## config.mk

```make
export PLATFORM = sky130hd
export DESIGN_NAME = dsdiff_container_deframer_flat
export DESIGN_NICKNAME = d
export VERILOG_FILES = /design/src/rtl/dsdf_pkg.sv /design/src/rtl/dsdf_if.sv /design/src/rtl/dsdf_parser.sv /design/src/rtl/dsdf_out_stage.sv /design/src/rtl/dsdiff_container_deframer.sv /design/src/flat_wrapper.sv
export VERILOG_INCLUDE_DIRS = /design/src /design/src/rtl
export SDC_FILE = /design/constraint.sdc
export NUM_CORES = 2
export LEC_CHECK = 0
export ABC_AREA = 0
export BUFFER_PORTS_ARGS = -buffer_cell sky130_fd_sc_hd__buf_2
export CORE_MARGIN = 3
export CORE_UTILIZATION = 55
export DETAILED_ROUTE_END_ITERATION = 8
export PLACE_DENSITY = 0.72
export SLEW_MARGIN = 10
export SYNTH_ARGS = -nofsm -noshare
export SYNTH_HDL_FRONTEND = slang
export SYNTH_HIERARCHICAL = 1
export SYNTH_SLANG_ARGS = --single-unit
```

## constraint.sdc

```tcl
create_clock -name clk -period 10.95 [get_ports clk]
set_input_delay 0 -clock clk [delete_from_list [all_inputs] [get_ports clk]]
set_output_delay 0 -clock clk [all_outputs]
set_load 0.03 [all_outputs]
```

## src/rtl/dsdiff_container_deframer_macros.svh

```systemverilog
// ---------------------------------------------------------------------------
// Assertion macros used by the deframer parser module.
// They expect clk and rst to be visible in the using module.
// ---------------------------------------------------------------------------
`ifndef DSDIFF_CONTAINER_DEFRAMER_MACROS_SVH
`define DSDIFF_CONTAINER_DEFRAMER_MACROS_SVH

// Same-cycle implication, checked outside reset.
`define DSDF_ASSERT_IMPL(lbl, ante, cons, msg) \
  lbl: assert property (@(posedge clk) disable iff (rst) (ante) |-> (cons)) \
    else $error(msg);

// Next-cycle implication, checked outside reset.
`define DSDF_ASSERT_NEXT(lbl, ante, cons, msg) \
  lbl: assert property (@(posedge clk) disable iff (rst) (ante) |=> (cons)) \
    else $error(msg);

`endif

```

## src/rtl/dsdf_pkg.sv

```systemverilog
// ---------------------------------------------------------------------------
// dsdf_pkg
// Shared types, chunk ids and result codes of the DSDIFF deframer.
// ---------------------------------------------------------------------------
package dsdf_pkg;

  localparam logic [31:0] ID_FRM8 = 32'h4652_4D38;
  localparam logic [31:0] ID_DSD  = 32'h4453_4420;
  localparam logic [31:0] ID_PROP = 32'h5052_4F50;
  localparam logic [31:0] ID_SND  = 32'h534E_4420;
  localparam logic [31:0] ID_FS   = 32'h4653_2020;
  localparam logic [31:0] ID_CHNL = 32'h4348_4E4C;
  localparam logic [31:0] ID_CMPR = 32'h434D_5052;

  typedef enum logic [1:0] {
    KIND_AUDIO  = 2'd0,
    KIND_FORMAT = 2'd1,
    KIND_ERROR  = 2'd2
  } kind_t;

  localparam logic [2:0] ERR_BAD_HEADER  = 3'd0;
  localparam logic [2:0] ERR_OVERRUN     = 3'd1;
  localparam logic [2:0] ERR_FS_SIZE     = 3'd2;
  localparam logic [2:0] ERR_SHORT_SUB   = 3'd3;
  localparam logic [2:0] ERR_COMPRESSED  = 3'd4;
  localparam logic [2:0] ERR_PROP_END    = 3'd5;
  localparam logic [2:0] ERR_SHORT_PROP  = 3'd6;
  localparam logic [2:0] ERR_ZERO_CHANS  = 3'd7;

  typedef struct packed {
    kind_t        kind;
    logic [7:0]   audio_byte;
    logic [15:0]  channel_index;
    logic [31:0]  fs_rate;
    logic [15:0]  channel_total;
    logic [63:0]  data_bytes;
    logic [2:0]   error_code;
  } res_t;

  function automatic logic [7:0] reverse8(input logic [7:0] b);
    logic [7:0] r;
    for (int i = 0; i < 8; i++) begin
      r[7 - i] = b[i];
    end
    return r;
  endfunction

endpackage

```

## src/rtl/dsdf_if.sv

```systemverilog
// ---------------------------------------------------------------------------
// dsdf_in_if / dsdf_out_if
// Valid/ready channels carrying file bytes in and deframer results out.
// ---------------------------------------------------------------------------
interface dsdf_in_if;
  logic       valid;
  logic       ready;
  logic [7:0] in_byte;
  logic       restart;

  modport source (output valid, output in_byte, output restart, input ready);
  modport sink   (input valid, input in_byte, input restart, output ready);
endinterface

interface dsdf_out_if;
  logic        valid;
  logic        ready;
  logic [1:0]  kind;
  logic [7:0]  audio_byte;
  logic [15:0] channel_index;
  logic [31:0] fs_rate;
  logic [15:0] channel_total;
  logic [63:0] data_bytes;
  logic [2:0]  error_code;

  modport source (output valid, output kind, output audio_byte, output channel_index,
                  output fs_rate, output channel_total, output data_bytes,
                  output error_code, input ready);
  modport sink   (input valid, input kind, input audio_byte, input channel_index,
                  input fs_rate, input channel_total, input data_bytes,
                  input error_code, output ready);
endinterface

```

## src/rtl/dsdf_parser.sv

```systemverilog
// ---------------------------------------------------------------------------
// dsdf_parser
// Chunk walker: consumes one registered file byte per enabled cycle and
// produces at most one result (audio byte, format, or error).
// ---------------------------------------------------------------------------
`include "dsdiff_container_deframer_macros.svh"

module dsdf_parser
  import dsdf_pkg::*;
(
  input  logic       clk,
  input  logic       rst,
  input  logic       en,
  input  logic [7:0] in_byte,
  input  logic       restart,
  input  logic       lsb_first,
  output logic       res_valid,
  output res_t       res
);

  typedef enum logic [3:0] {
    PH_FILE,
    PH_TOP_HDR,
    PH_PROP_ID,
    PH_SND_HDR,
    PH_FS,
    PH_CHNL,
    PH_CMPR,
    PH_SUB_SKIP,
    PH_TOP_SKIP,
    PH_DATA
  } phase_t;

  phase_t      parse_phase, parse_phase_cur, parse_phase_next;
  logic [3:0]  byte_position, byte_position_cur, byte_position_next;
  logic [31:0] id_shift, id_shift_cur, id_shift_next;
  logic [63:0] size_shift, size_shift_cur, size_shift_next;
  logic [63:0] prop_remaining, prop_remaining_cur, prop_remaining_next;
  logic [63:0] chunk_remaining, chunk_remaining_cur, chunk_remaining_next;
  logic [31:0] rate_reg, rate_reg_cur, rate_reg_next;
  logic [15:0] channels_reg, channels_reg_cur, channels_reg_next;
  logic [15:0] frame_position, frame_position_cur, frame_position_next;
  logic        format_sent, format_sent_cur, format_sent_next;
  logic        halted, halted_cur, halted_next;

  logic [31:0] id_sh, hdr_id;
  logic [63:0] size_sh, hdr_size;
  logic [63:0] prop_dec, chunk_dec, snd_prop;
  logic [15:0] frame_room, frame_inc;
  logic        frame_ok;
  logic        do_fail, do_snext;
  logic [2:0]  fail_code;

  // A restart byte is parsed as if the block had just come out of reset.
  always_comb begin
    if (restart) begin
      parse_phase_cur     = PH_FILE;
      byte_position_cur   = '0;
      id_shift_cur        = '0;
      size_shift_cur      = '0;
      prop_remaining_cur  = '0;
      chunk_remaining_cur = '0;
      rate_reg_cur        = '0;
      channels_reg_cur    = '0;
      frame_position_cur  = '0;
      format_sent_cur     = 1'b0;
      halted_cur          = 1'b0;
    end else begin
      parse_phase_cur     = parse_phase;
      byte_position_cur   = byte_position;
      id_shift_cur        = id_shift;
      size_shift_cur      = size_shift;
      prop_remaining_cur  = prop_remaining;
      chunk_remaining_cur = chunk_remaining;
      rate_reg_cur        = rate_reg;
      channels_reg_cur    = channels_reg;
      frame_position_cur  = frame_position;
      format_sent_cur     = format_sent;
      halted_cur          = halted;
    end
  end

  assign id_sh      = {id_shift_cur[23:0], in_byte};
  assign size_sh    = {size_shift_cur[55:0], in_byte};
  assign hdr_id     = (byte_position_cur < 4'd4) ? id_sh : id_shift_cur;
  assign hdr_size   = (byte_position_cur < 4'd4) ? size_shift_cur : size_sh;
  assign prop_dec   = (prop_remaining_cur != '0) ? prop_remaining_cur - 64'd1
                                                 : prop_remaining_cur;
  assign chunk_dec  = (chunk_remaining_cur != '0) ? chunk_remaining_cur - 64'd1
                                                  : chunk_remaining_cur;
  assign frame_room = channels_reg_cur - frame_position_cur;
  assign frame_inc  = frame_position_cur + 16'd1;
  // Emit only while a whole frame still fits in the chunk.
  assign frame_ok   = (channels_reg_cur != '0) && (frame_position_cur < channels_reg_cur) &&
                      (chunk_remaining_cur >= {48'd0, frame_room});

  always_comb begin
    parse_phase_next     = parse_phase_cur;
    byte_position_next   = byte_position_cur;
    id_shift_next        = id_shift_cur;
    size_shift_next      = size_shift_cur;
    prop_remaining_next  = prop_remaining_cur;
    chunk_remaining_next = chunk_remaining_cur;
    rate_reg_next        = rate_reg_cur;
    channels_reg_next    = channels_reg_cur;
    frame_position_next  = frame_position_cur;
    format_sent_next     = format_sent_cur;
    halted_next          = halted_cur;
    res_valid            = 1'b0;
    res                  = '0;
    do_fail              = 1'b0;
    fail_code            = ERR_BAD_HEADER;
    do_snext             = 1'b0;
    snd_prop             = prop_remaining_cur;

    if (!halted_cur) begin
      case (parse_phase_cur)
        PH_FILE: begin
          id_shift_next = id_sh;
          if (byte_position_cur == 4'd3 && id_sh != ID_FRM8) begin
            do_fail = 1'b1;
          end else if (byte_position_cur == 4'd15) begin
            if (id_sh != ID_DSD) begin
              do_fail = 1'b1;
            end else begin
              parse_phase_next   = PH_TOP_HDR;
              byte_position_next = '0;
            end
          end else begin
            byte_position_next = byte_position_cur + 4'd1;
          end
        end

        PH_TOP_HDR, PH_SND_HDR: begin
          id_shift_next   = hdr_id;
          size_shift_next = hdr_size;
          if (parse_phase_cur == PH_SND_HDR) begin
            prop_remaining_next = prop_dec;
          end
          if (byte_position_cur < 4'd11) begin
            byte_position_next = byte_position_cur + 4'd1;
          end else if (parse_phase_cur == PH_TOP_HDR) begin
            byte_position_next = '0;
            if (hdr_id == ID_PROP && !format_sent_cur) begin
              if (hdr_size < 64'd4) begin
                do_fail   = 1'b1;
                fail_code = ERR_SHORT_PROP;
              end else begin
                prop_remaining_next = hdr_size - 64'd4;
                parse_phase_next    = PH_PROP_ID;
              end
            end else if (hdr_id == ID_DSD) begin
              if (!format_sent_cur && channels_reg_cur == '0) begin
                do_fail   = 1'b1;
                fail_code = ERR_ZERO_CHANS;
              end else begin
                chunk_remaining_next = hdr_size;
                frame_position_next  = '0;
                parse_phase_next     = (hdr_size != '0) ? PH_DATA : PH_TOP_HDR;
                if (!format_sent_cur) begin
                  format_sent_next  = 1'b1;
                  res_valid         = 1'b1;
                  res.kind          = KIND_FORMAT;
                  res.fs_rate       = rate_reg_cur;
                  res.channel_total = channels_reg_cur;
                  res.data_bytes    = hdr_size;
                end
              end
            end else begin
              chunk_remaining_next = hdr_size;
              parse_phase_next     = (hdr_size != '0) ? PH_TOP_SKIP : PH_TOP_HDR;
            end
          end else begin
            byte_position_next = '0;
            if (hdr_size > prop_dec) begin
              do_fail   = 1'b1;
              fail_code = ERR_OVERRUN;
            end else begin
              chunk_remaining_next = hdr_size;
              if (hdr_id == ID_FS) begin
                if (hdr_size != 64'd4) begin
                  do_fail   = 1'b1;
                  fail_code = ERR_FS_SIZE;
                end else begin
                  parse_phase_next = PH_FS;
                end
              end else if (hdr_id == ID_CHNL) begin
                if (hdr_size < 64'd2) begin
                  do_fail   = 1'b1;
                  fail_code = ERR_SHORT_SUB;
                end else begin
                  parse_phase_next = PH_CHNL;
                end
              end else if (hdr_id == ID_CMPR) begin
                if (hdr_size < 64'd4) begin
                  do_fail   = 1'b1;
                  fail_code = ERR_SHORT_SUB;
                end else begin
                  parse_phase_next = PH_CMPR;
                end
              end else if (hdr_size == '0) begin
                do_snext = 1'b1;
                snd_prop = prop_dec;
              end else begin
                parse_phase_next = PH_SUB_SKIP;
              end
            end
          end
        end

        PH_PROP_ID: begin
          id_shift_next = id_sh;
          if (byte_position_cur < 4'd3) begin
            byte_position_next = byte_position_cur + 4'd1;
          end else if (id_sh == ID_SND) begin
            do_snext = 1'b1;
          end else begin
            // Unknown PROP type: skip what is left of the chunk.
            byte_position_next   = '0;
            chunk_remaining_next = prop_remaining_cur;
            parse_phase_next     = (prop_remaining_cur != '0) ? PH_TOP_SKIP : PH_TOP_HDR;
          end
        end

        PH_FS, PH_CHNL, PH_CMPR, PH_SUB_SKIP: begin
          chunk_remaining_next = chunk_dec;
          prop_remaining_next  = prop_dec;
          if (parse_phase_cur == PH_FS) begin
            rate_reg_next = {rate_reg_cur[23:0], in_byte};
          end else if (parse_phase_cur == PH_CHNL && byte_position_cur < 4'd2) begin
            channels_reg_next = {channels_reg_cur[7:0], in_byte};
          end else if (parse_phase_cur == PH_CMPR && byte_position_cur < 4'd4) begin
            id_shift_next = id_sh;
            if (byte_position_cur == 4'd3 && id_sh != ID_DSD) begin
              do_fail   = 1'b1;
              fail_code = ERR_COMPRESSED;
            end
          end
          if (byte_position_cur < 4'd15) begin
            byte_position_next = byte_position_cur + 4'd1;
          end
          if (!do_fail && chunk_dec == '0) begin
            do_snext = 1'b1;
            snd_prop = prop_dec;
          end
        end

        PH_TOP_SKIP: begin
          chunk_remaining_next = chunk_dec;
          if (chunk_dec == '0) begin
            parse_phase_next   = PH_TOP_HDR;
            byte_position_next = '0;
          end
        end

        PH_DATA: begin
          if (frame_ok) begin
            res_valid           = 1'b1;
            res.kind            = KIND_AUDIO;
            res.audio_byte      = lsb_first ? reverse8(in_byte) : in_byte;
            res.channel_index   = frame_position_cur;
            frame_position_next = (frame_inc == channels_reg_cur) ? '0 : frame_inc;
          end
          chunk_remaining_next = chunk_dec;
          if (chunk_dec == '0) begin
            parse_phase_next   = PH_TOP_HDR;
            byte_position_next = '0;
          end
        end

        default: begin
          parse_phase_next   = PH_FILE;
          byte_position_next = '0;
        end
      endcase

      // Pick the next sub-chunk header, leave PROP, or flag a ragged tail.
      if (do_snext) begin
        byte_position_next = '0;
        if (snd_prop >= 64'd12) begin
          parse_phase_next = PH_SND_HDR;
        end else if (snd_prop == '0) begin
          parse_phase_next = PH_TOP_HDR;
        end else begin
          do_fail   = 1'b1;
          fail_code = ERR_PROP_END;
        end
      end

      if (do_fail) begin
        halted_next    = 1'b1;
        res_valid      = 1'b1;
        res            = '0;
        res.kind       = KIND_ERROR;
        res.error_code = fail_code;
      end
    end
  end

  always_ff @(posedge clk) begin
    if (rst) begin
      parse_phase     <= PH_FILE;
      byte_position   <= '0;
      id_shift        <= '0;
      size_shift      <= '0;
      prop_remaining  <= '0;
      chunk_remaining <= '0;
      rate_reg        <= '0;
      channels_reg    <= '0;
      frame_position  <= '0;
      format_sent     <= 1'b0;
      halted          <= 1'b0;
    end else if (en) begin
      parse_phase     <= parse_phase_next;
      byte_position   <= byte_position_next;
      id_shift        <= id_shift_next;
      size_shift      <= size_shift_next;
      prop_remaining  <= prop_remaining_next;
      chunk_remaining <= chunk_remaining_next;
      rate_reg        <= rate_reg_next;
      channels_reg    <= channels_reg_next;
      frame_position  <= frame_position_next;
      format_sent     <= format_sent_next;
      halted          <= halted_next;
    end
  end

  `DSDF_ASSERT_IMPL(a_halt_quiet, en && halted && !restart, !res_valid,
                    "result produced while halted")
  `DSDF_ASSERT_NEXT(a_err_halts, en && res_valid && res.kind == KIND_ERROR, halted,
                    "error did not halt the parser")
  `DSDF_ASSERT_NEXT(a_fmt_marks, en && res_valid && res.kind == KIND_FORMAT, format_sent,
                    "format report not recorded")
  `DSDF_ASSERT_IMPL(a_chan_range, en && res_valid && res.kind == KIND_AUDIO,
                    res.channel_index < channels_reg, "channel index beyond count")

endmodule

```

## src/rtl/dsdf_out_stage.sv

```systemverilog
// ---------------------------------------------------------------------------
// dsdf_out_stage
// Result register toward the output channel; loads whenever it is empty or
// being drained; while a result waits undrained, can_load is low and the parser stalls.
// ---------------------------------------------------------------------------
module dsdf_out_stage
  import dsdf_pkg::*;
(
  input  logic              clk,
  input  logic              rst,
  input  logic              load,
  input  logic              res_valid,
  input  res_t              res,
  output logic              can_load,
  dsdf_out_if.source        out_chan
);

  logic out_valid;
  res_t out_data;

  assign can_load = !out_valid || out_chan.ready;

  always_ff @(posedge clk) begin
    if (rst) begin
      out_valid <= 1'b0;
    end else if (load) begin
      out_valid <= res_valid;
    end else if (out_chan.ready) begin
      out_valid <= 1'b0;
    end
  end

  // Hold the payload unless a new result replaces it.
  always_ff @(posedge clk) begin
    if (load && res_valid) begin
      out_data <= res;
    end
  end

  assign out_chan.valid         = out_valid;
  assign out_chan.kind          = out_data.kind;
  assign out_chan.audio_byte    = out_data.audio_byte;
  assign out_chan.channel_index = out_data.channel_index;
  assign out_chan.fs_rate       = out_data.fs_rate;
  assign out_chan.channel_total = out_data.channel_total;
  assign out_chan.data_bytes    = out_data.data_bytes;
  assign out_chan.error_code    = out_data.error_code;

endmodule

```

## src/rtl/dsdiff_container_deframer.sv

```systemverilog
// ---------------------------------------------------------------------------
// dsdiff_container_deframer
// DSDIFF file deframer: header and chunk walk, format report, audio bytes.
// ---------------------------------------------------------------------------
// Usage:
//   in_chan carries the file one byte per item; set restart on the first
//   byte of each new file to clear the parser (lsb_first is kept).
//   out_chan carries at most one result per input byte: an audio byte with
//   its channel index, the format (rate, channels, data size) at the first
//   DSD chunk, or an error code, after which bytes are ignored until restart.
//   lsb_first_we/lsb_first_wdata write the bit-reverse register; write it
//   only while no bytes are in flight.
// Timing:
//   One byte per clock while out_chan takes results. A byte is registered
//   on acceptance and parsed from the input register; its result then goes
//   through the result register to out_chan. The parse step is combinational
//   logic over chunk state that is held in registers.
// Reset and stalls:
//   rst (synchronous) empties both registers and returns the parser to the
//   file header. When out_chan stalls, the input register takes a byte only
//   if it is empty; ready stays low until the result register drains.
// ---------------------------------------------------------------------------
module dsdiff_container_deframer
  import dsdf_pkg::*;
(
  input  logic       clk,
  input  logic       rst,
  input  logic       lsb_first_we,
  input  logic       lsb_first_wdata,
  dsdf_in_if.sink    in_chan,
  dsdf_out_if.source out_chan
);

  logic       lsb_first;
  logic       in_valid_q;
  logic [7:0] in_byte_q;
  logic       restart_q;
  logic       can_load;
  logic       parse_en;
  logic       res_valid;
  res_t       res;

  always_ff @(posedge clk) begin
    if (rst) begin
      lsb_first <= 1'b0;
    end else if (lsb_first_we) begin
      lsb_first <= lsb_first_wdata;
    end
  end

  assign in_chan.ready = !in_valid_q || can_load;
  assign parse_en      = in_valid_q && can_load;

  always_ff @(posedge clk) begin
    if (rst) begin
      in_valid_q <= 1'b0;
    end else if (in_chan.ready) begin
      in_valid_q <= in_chan.valid;
    end
  end

  always_ff @(posedge clk) begin
    if (in_chan.valid && in_chan.ready) begin
      in_byte_q <= in_chan.in_byte;
      restart_q <= in_chan.restart;
    end
  end

  dsdf_parser u_parser (
    .clk       (clk),
    .rst       (rst),
    .en        (parse_en),
    .in_byte   (in_byte_q),
    .restart   (restart_q),
    .lsb_first (lsb_first),
    .res_valid (res_valid),
    .res       (res)
  );

  dsdf_out_stage u_out_stage (
    .clk       (clk),
    .rst       (rst),
    .load      (parse_en),
    .res_valid (res_valid),
    .res       (res),
    .can_load  (can_load),
    .out_chan  (out_chan)
  );

endmodule
```

## src/flat_wrapper.sv

```systemverilog
// flat-port wrapper written by rule: the top's interface ports become plain ports
module dsdiff_container_deframer_flat import dsdf_pkg::*;
  (clk, rst, lsb_first_we, lsb_first_wdata, in_chan_valid, in_chan_in_byte, in_chan_restart, in_chan_ready, out_chan_valid, out_chan_kind, out_chan_audio_byte, out_chan_channel_index, out_chan_fs_rate, out_chan_channel_total, out_chan_data_bytes, out_chan_error_code, out_chan_ready);
  dsdf_in_if in_chan_i ();
  dsdf_out_if out_chan_i ();
  input  logic clk;
  input  logic rst;
  input  logic lsb_first_we;
  input  logic lsb_first_wdata;
  input wire logic [$bits(in_chan_i.valid)-1:0] in_chan_valid;
  input wire logic [$bits(in_chan_i.in_byte)-1:0] in_chan_in_byte;
  input wire logic [$bits(in_chan_i.restart)-1:0] in_chan_restart;
  output wire logic [$bits(in_chan_i.ready)-1:0] in_chan_ready;
  output wire logic [$bits(out_chan_i.valid)-1:0] out_chan_valid;
  output wire logic [$bits(out_chan_i.kind)-1:0] out_chan_kind;
  output wire logic [$bits(out_chan_i.audio_byte)-1:0] out_chan_audio_byte;
  output wire logic [$bits(out_chan_i.channel_index)-1:0] out_chan_channel_index;
  output wire logic [$bits(out_chan_i.fs_rate)-1:0] out_chan_fs_rate;
  output wire logic [$bits(out_chan_i.channel_total)-1:0] out_chan_channel_total;
  output wire logic [$bits(out_chan_i.data_bytes)-1:0] out_chan_data_bytes;
  output wire logic [$bits(out_chan_i.error_code)-1:0] out_chan_error_code;
  input wire logic [$bits(out_chan_i.ready)-1:0] out_chan_ready;
  assign in_chan_i.valid = in_chan_valid;
  assign in_chan_i.in_byte = in_chan_in_byte;
  assign in_chan_i.restart = in_chan_restart;
  assign in_chan_ready = in_chan_i.ready;
  assign out_chan_valid = out_chan_i.valid;
  assign out_chan_kind = out_chan_i.kind;
  assign out_chan_audio_byte = out_chan_i.audio_byte;
  assign out_chan_channel_index = out_chan_i.channel_index;
  assign out_chan_fs_rate = out_chan_i.fs_rate;
  assign out_chan_channel_total = out_chan_i.channel_total;
  assign out_chan_data_bytes = out_chan_i.data_bytes;
  assign out_chan_error_code = out_chan_i.error_code;
  assign out_chan_i.ready = out_chan_ready;
  dsdiff_container_deframer u_core (.clk(clk), .rst(rst), .lsb_first_we(lsb_first_we), .lsb_first_wdata(lsb_first_wdata), .in_chan(in_chan_i), .out_chan(out_chan_i));
endmodule
```

==> results.cfg <==
[status]
outcome = complete, but fails checks
violations = design-rule violations

[die]
chipHeight_um = 256.6
ios = 158
core_mm2 = 0.06194
initial_core_util = 0.5578
die_area_mm2 = 0.06586
rows = 91
die_w_um = 256.6

[place]
place_congestion = 1.064
pre_cts_ws_ns = 2.021
dp_hpwl_mm = 113.0
port_buffers = 157
place_inst = 5351

[worst_setup_path]
crit_path_end_kind = flop
cp_data_arrival_time_ns = 9.65
r2r-end = u_core/u_out_stage/out_chan.data_bytes[15]$_DFFE_PP_
cp-startpoint = u_core/restart_q$_DFFE_PP_
crit_path_end = u_core/u_out_stage/out_chan.data_bytes[15]$_DFFE_PP_
worstSetupPathType = reg -> reg
rr_startpoint = u_core/restart_q$_DFFE_PP_
cp.required_ns = 11.27
ff2ff_path_depth = 26
start_kind = flop
ff2ff_setup_slack_ns = 1.61
worstPathMaxFanout = 116

[synth]
seq_area_frac_synth = 0.3048
ys_types = 101
synth_top_area_share = 0.1744
synthCells = 4586
synth_flop_cell = dfxtp_1
yosysWarnings = 6
yosysTopAreaCell = dfxtp_1
synthTopCellsByArea = dfxtp_1 17%, edfxtp_1 13%, nor2_1 7.5%
synth_async_sr_flop_share = 0
syn-num-nets = 4705
syn_area_mm2 = 0.03455
synth_edf_count = 150
ys_ff_latch = 451
synth.avg_cell_area_um2 = 7.534

[timing]
fin_setup_tns_ns = 0
finClkSkew_ns = 0.04461
rsz0062_at_grt = no
fin_crit_sh = 0.8526
worst_pin_slew_ns = 1.229
setup_viol = 0
hold_viol = 0
drv_slew = 0
layout_setup_ws_ns = 1.614
max_freq_mhz = 107.1
period_minus_slack_ns = 9.336
hold_slack_ns = 0.09137
slew_headroom = 0.1810

[routing]
num_vias = 38704
drt_iter0_drc = 6667
wl_per_cell_um = 28.85
viasPerCell = 7.082
drt_pass1_iterations = 9
ant_nets = 0
drc = 2
drt_wl_total_mm = 157.7

[finish]
syn_to_final_growth_pct = 10.27
layoutNonFillerInstCount = 5465
drive_above_1_share = 0.1137
nNetsFinal = 4703
fillCellCount = 5771

[cts]
cts_tree = built
numCtsBuffers = 51
cts.sinks = 451
cts_max_path_buffers = 3
postCtsHoldBufs = 17
postCtsSetupBuffers = 0
htreeDepth = 2
cts_resized = 0
clock_latency_ns = 0.63
clockRootBuffer = clkbuf_16
clk_pin_slew_worst_paths_ns = 0.06

[power]
total_power_mw = 4.717
irDropWorstVdd_mv = 0.1361
power.leakage_nw = 14.19
powerDensity_mw_per_mm2 = 123.8

[global_routing]
grt_overflow = 0
first_global_vias = 34424
antenna_found_initial = 4
globalRouteMet2Util = 0.6423
busiest_layer = met2
use_met3 = 0.1247
grt_max_degree = 117
grt_usage = 0.4554
grt_pass1_wl_mm = 230.0
grt_use_met1 = 0.6345

[worst_hold_path]
min_path_type = in -> reg

[flow_run]
cap_violations = 0
-- power breakdown --
part / internal [mW] / switching, mW
clock network: 1.10 / 0.788
registers: 1.74 / 0.0684
logic: 0.308 / 0.709
total: 3.15 / 1.57
-- metal layers --
metal / part of all wire / vias to the layer above
li1: - / 16833
met1: 0.38 / 18063
met2: 0.40 / 3239
met3: 0.15 / 565
met4: 0.063 / 4
met5: 0.00014 / -
-- kinds of logic after synthesis --
group	count (synthesis)	synth area share
AND/OR/NAND/NOR	1973	0.2801
adder cells (fa/ha/maj)	104	0.03788
flip-flops	451	0.3048
buffers and inverters	454	0.05418
AO/OA/AOI/OAI	1321	0.2477
XOR/XNOR	198	0.05019
multiplexers	85	0.02513
-- Yosys cell counts (64+ instances only) --
cell type,instances
mux2i_1,71
edfxtp_1,150
a21oi_1,383
nand3_1,78
nand2_1,405
clkbuf_1,289
nor4_1,124
ha_1,103
nor3_1,160
and2_1,114
nor2_1,690
dfxtp_1,301
inv_1,79
nor2b_1,78
o21ai_0,260
xnor2_1,134
xor2_1,64
a22oi_1,148
-- worst max-delay path: stages, from the launching register on --
cell and delay, ns:
edfxtp_1 0.45, buf_12 0.42, nor2b_1 0.23, inv_1 0.15, ha_1 0.22, o211ai_1 0.10, buf_4 0.21, or3_1 0.51
a211oi_1 1.01, o21ai_0 0.57, xnor2_1 0.28, ha_1 0.33, nand4_1 0.15, nor4_1 0.42, and2_1 0.24, nor2b_1 0.15
a221oi_1 0.09, o211ai_1 0.24, nand2_1 0.38, a31oi_1 0.29, a21oi_1 0.05, mux2_2 0.30, a311o_1 0.34, o41a_1 0.50
a31oi_1 0.27, and2_4 0.57, buf_12 0.29
-- layout make-up --
type / count / area [um^2] / share of cell area
antenna: 1 / 2.502 / 0.00006568
clock buffer: 69 / 1445 / 0.03793
clock inverter: 27 / 375.4 / 0.009852
inverter: 79 / 299.0 / 0.007849
sequential: 451 / 10530 / 0.2764
multi-input combinational: 3681 / 22290 / 0.5849
timing repair buffer: 320 / 2112 / 0.05543
tap: 837 / 1047 / 0.02749
-- per-stage QoR --
step,utilization,instance area [um^2]
floorplan,-,34550
global placement,0.5829,36110
detailed placement,0.5829,36110
CTS,0.6151,38100
global route,0.6151,38100
finish,0.6151,38100
-- layout by cell type, fill, tap and decap left out, types with 18 or more instances in the layout --
cell type    n
nor2_1     684
nand2_1    402
a21oi_1    381
dfxtp_1    299
o21ai_0    259
nor3_1     157
buf_2      156
edfxtp_1   150
a22oi_1    148
buf_4      142
xnor2_1    134
nor4_1     122
and2_1     112
ha_1       103
nand3_1     78
inv_1       77
nor2b_1     77
mux2i_1     71
xor2_1      64
o211ai_1    58
nand4_1     56
clkbuf_16   52
a31oi_1     51
a221oi_1    47
a211oi_1    44
o22ai_1     43
or3_1       35
a21o_1      32
nand2b_1    31
and3_1      31
or2_2       23
a311oi_1    23
or3b_2      22
o21a_1      21
nor3b_1     19
or4_1       19
nor4b_1     18
-- how the worst min path moves through the flow --
stage / start / endpoint / slack (ns) / cells past startpoint
after CTS: in_chan_in_byte[0] / u_core/in_byte_q[0]$_DFFE_PP_ / 0.06 / 2
after global routing: in_chan_in_byte[1] / u_core/in_byte_q[1]$_DFFE_PP_ / 0.11 / 2
after detailed placement: in_chan_in_byte[0] / u_core/in_byte_q[0]$_DFFE_PP_ / 0.18 / 1
after global placement: in_chan_in_byte[0] / u_core/in_byte_q[0]$_DFFE_PP_ / 0.18 / 1
after floorplan: rst / u_core/in_valid_q$_SDFFE_PP0P_ / 0.06 / 1
final: in_chan_in_byte[2] / u_core/in_byte_q[2]$_DFFE_PP_ / 0.09 / 2
(Power assumes the default switching activity.)
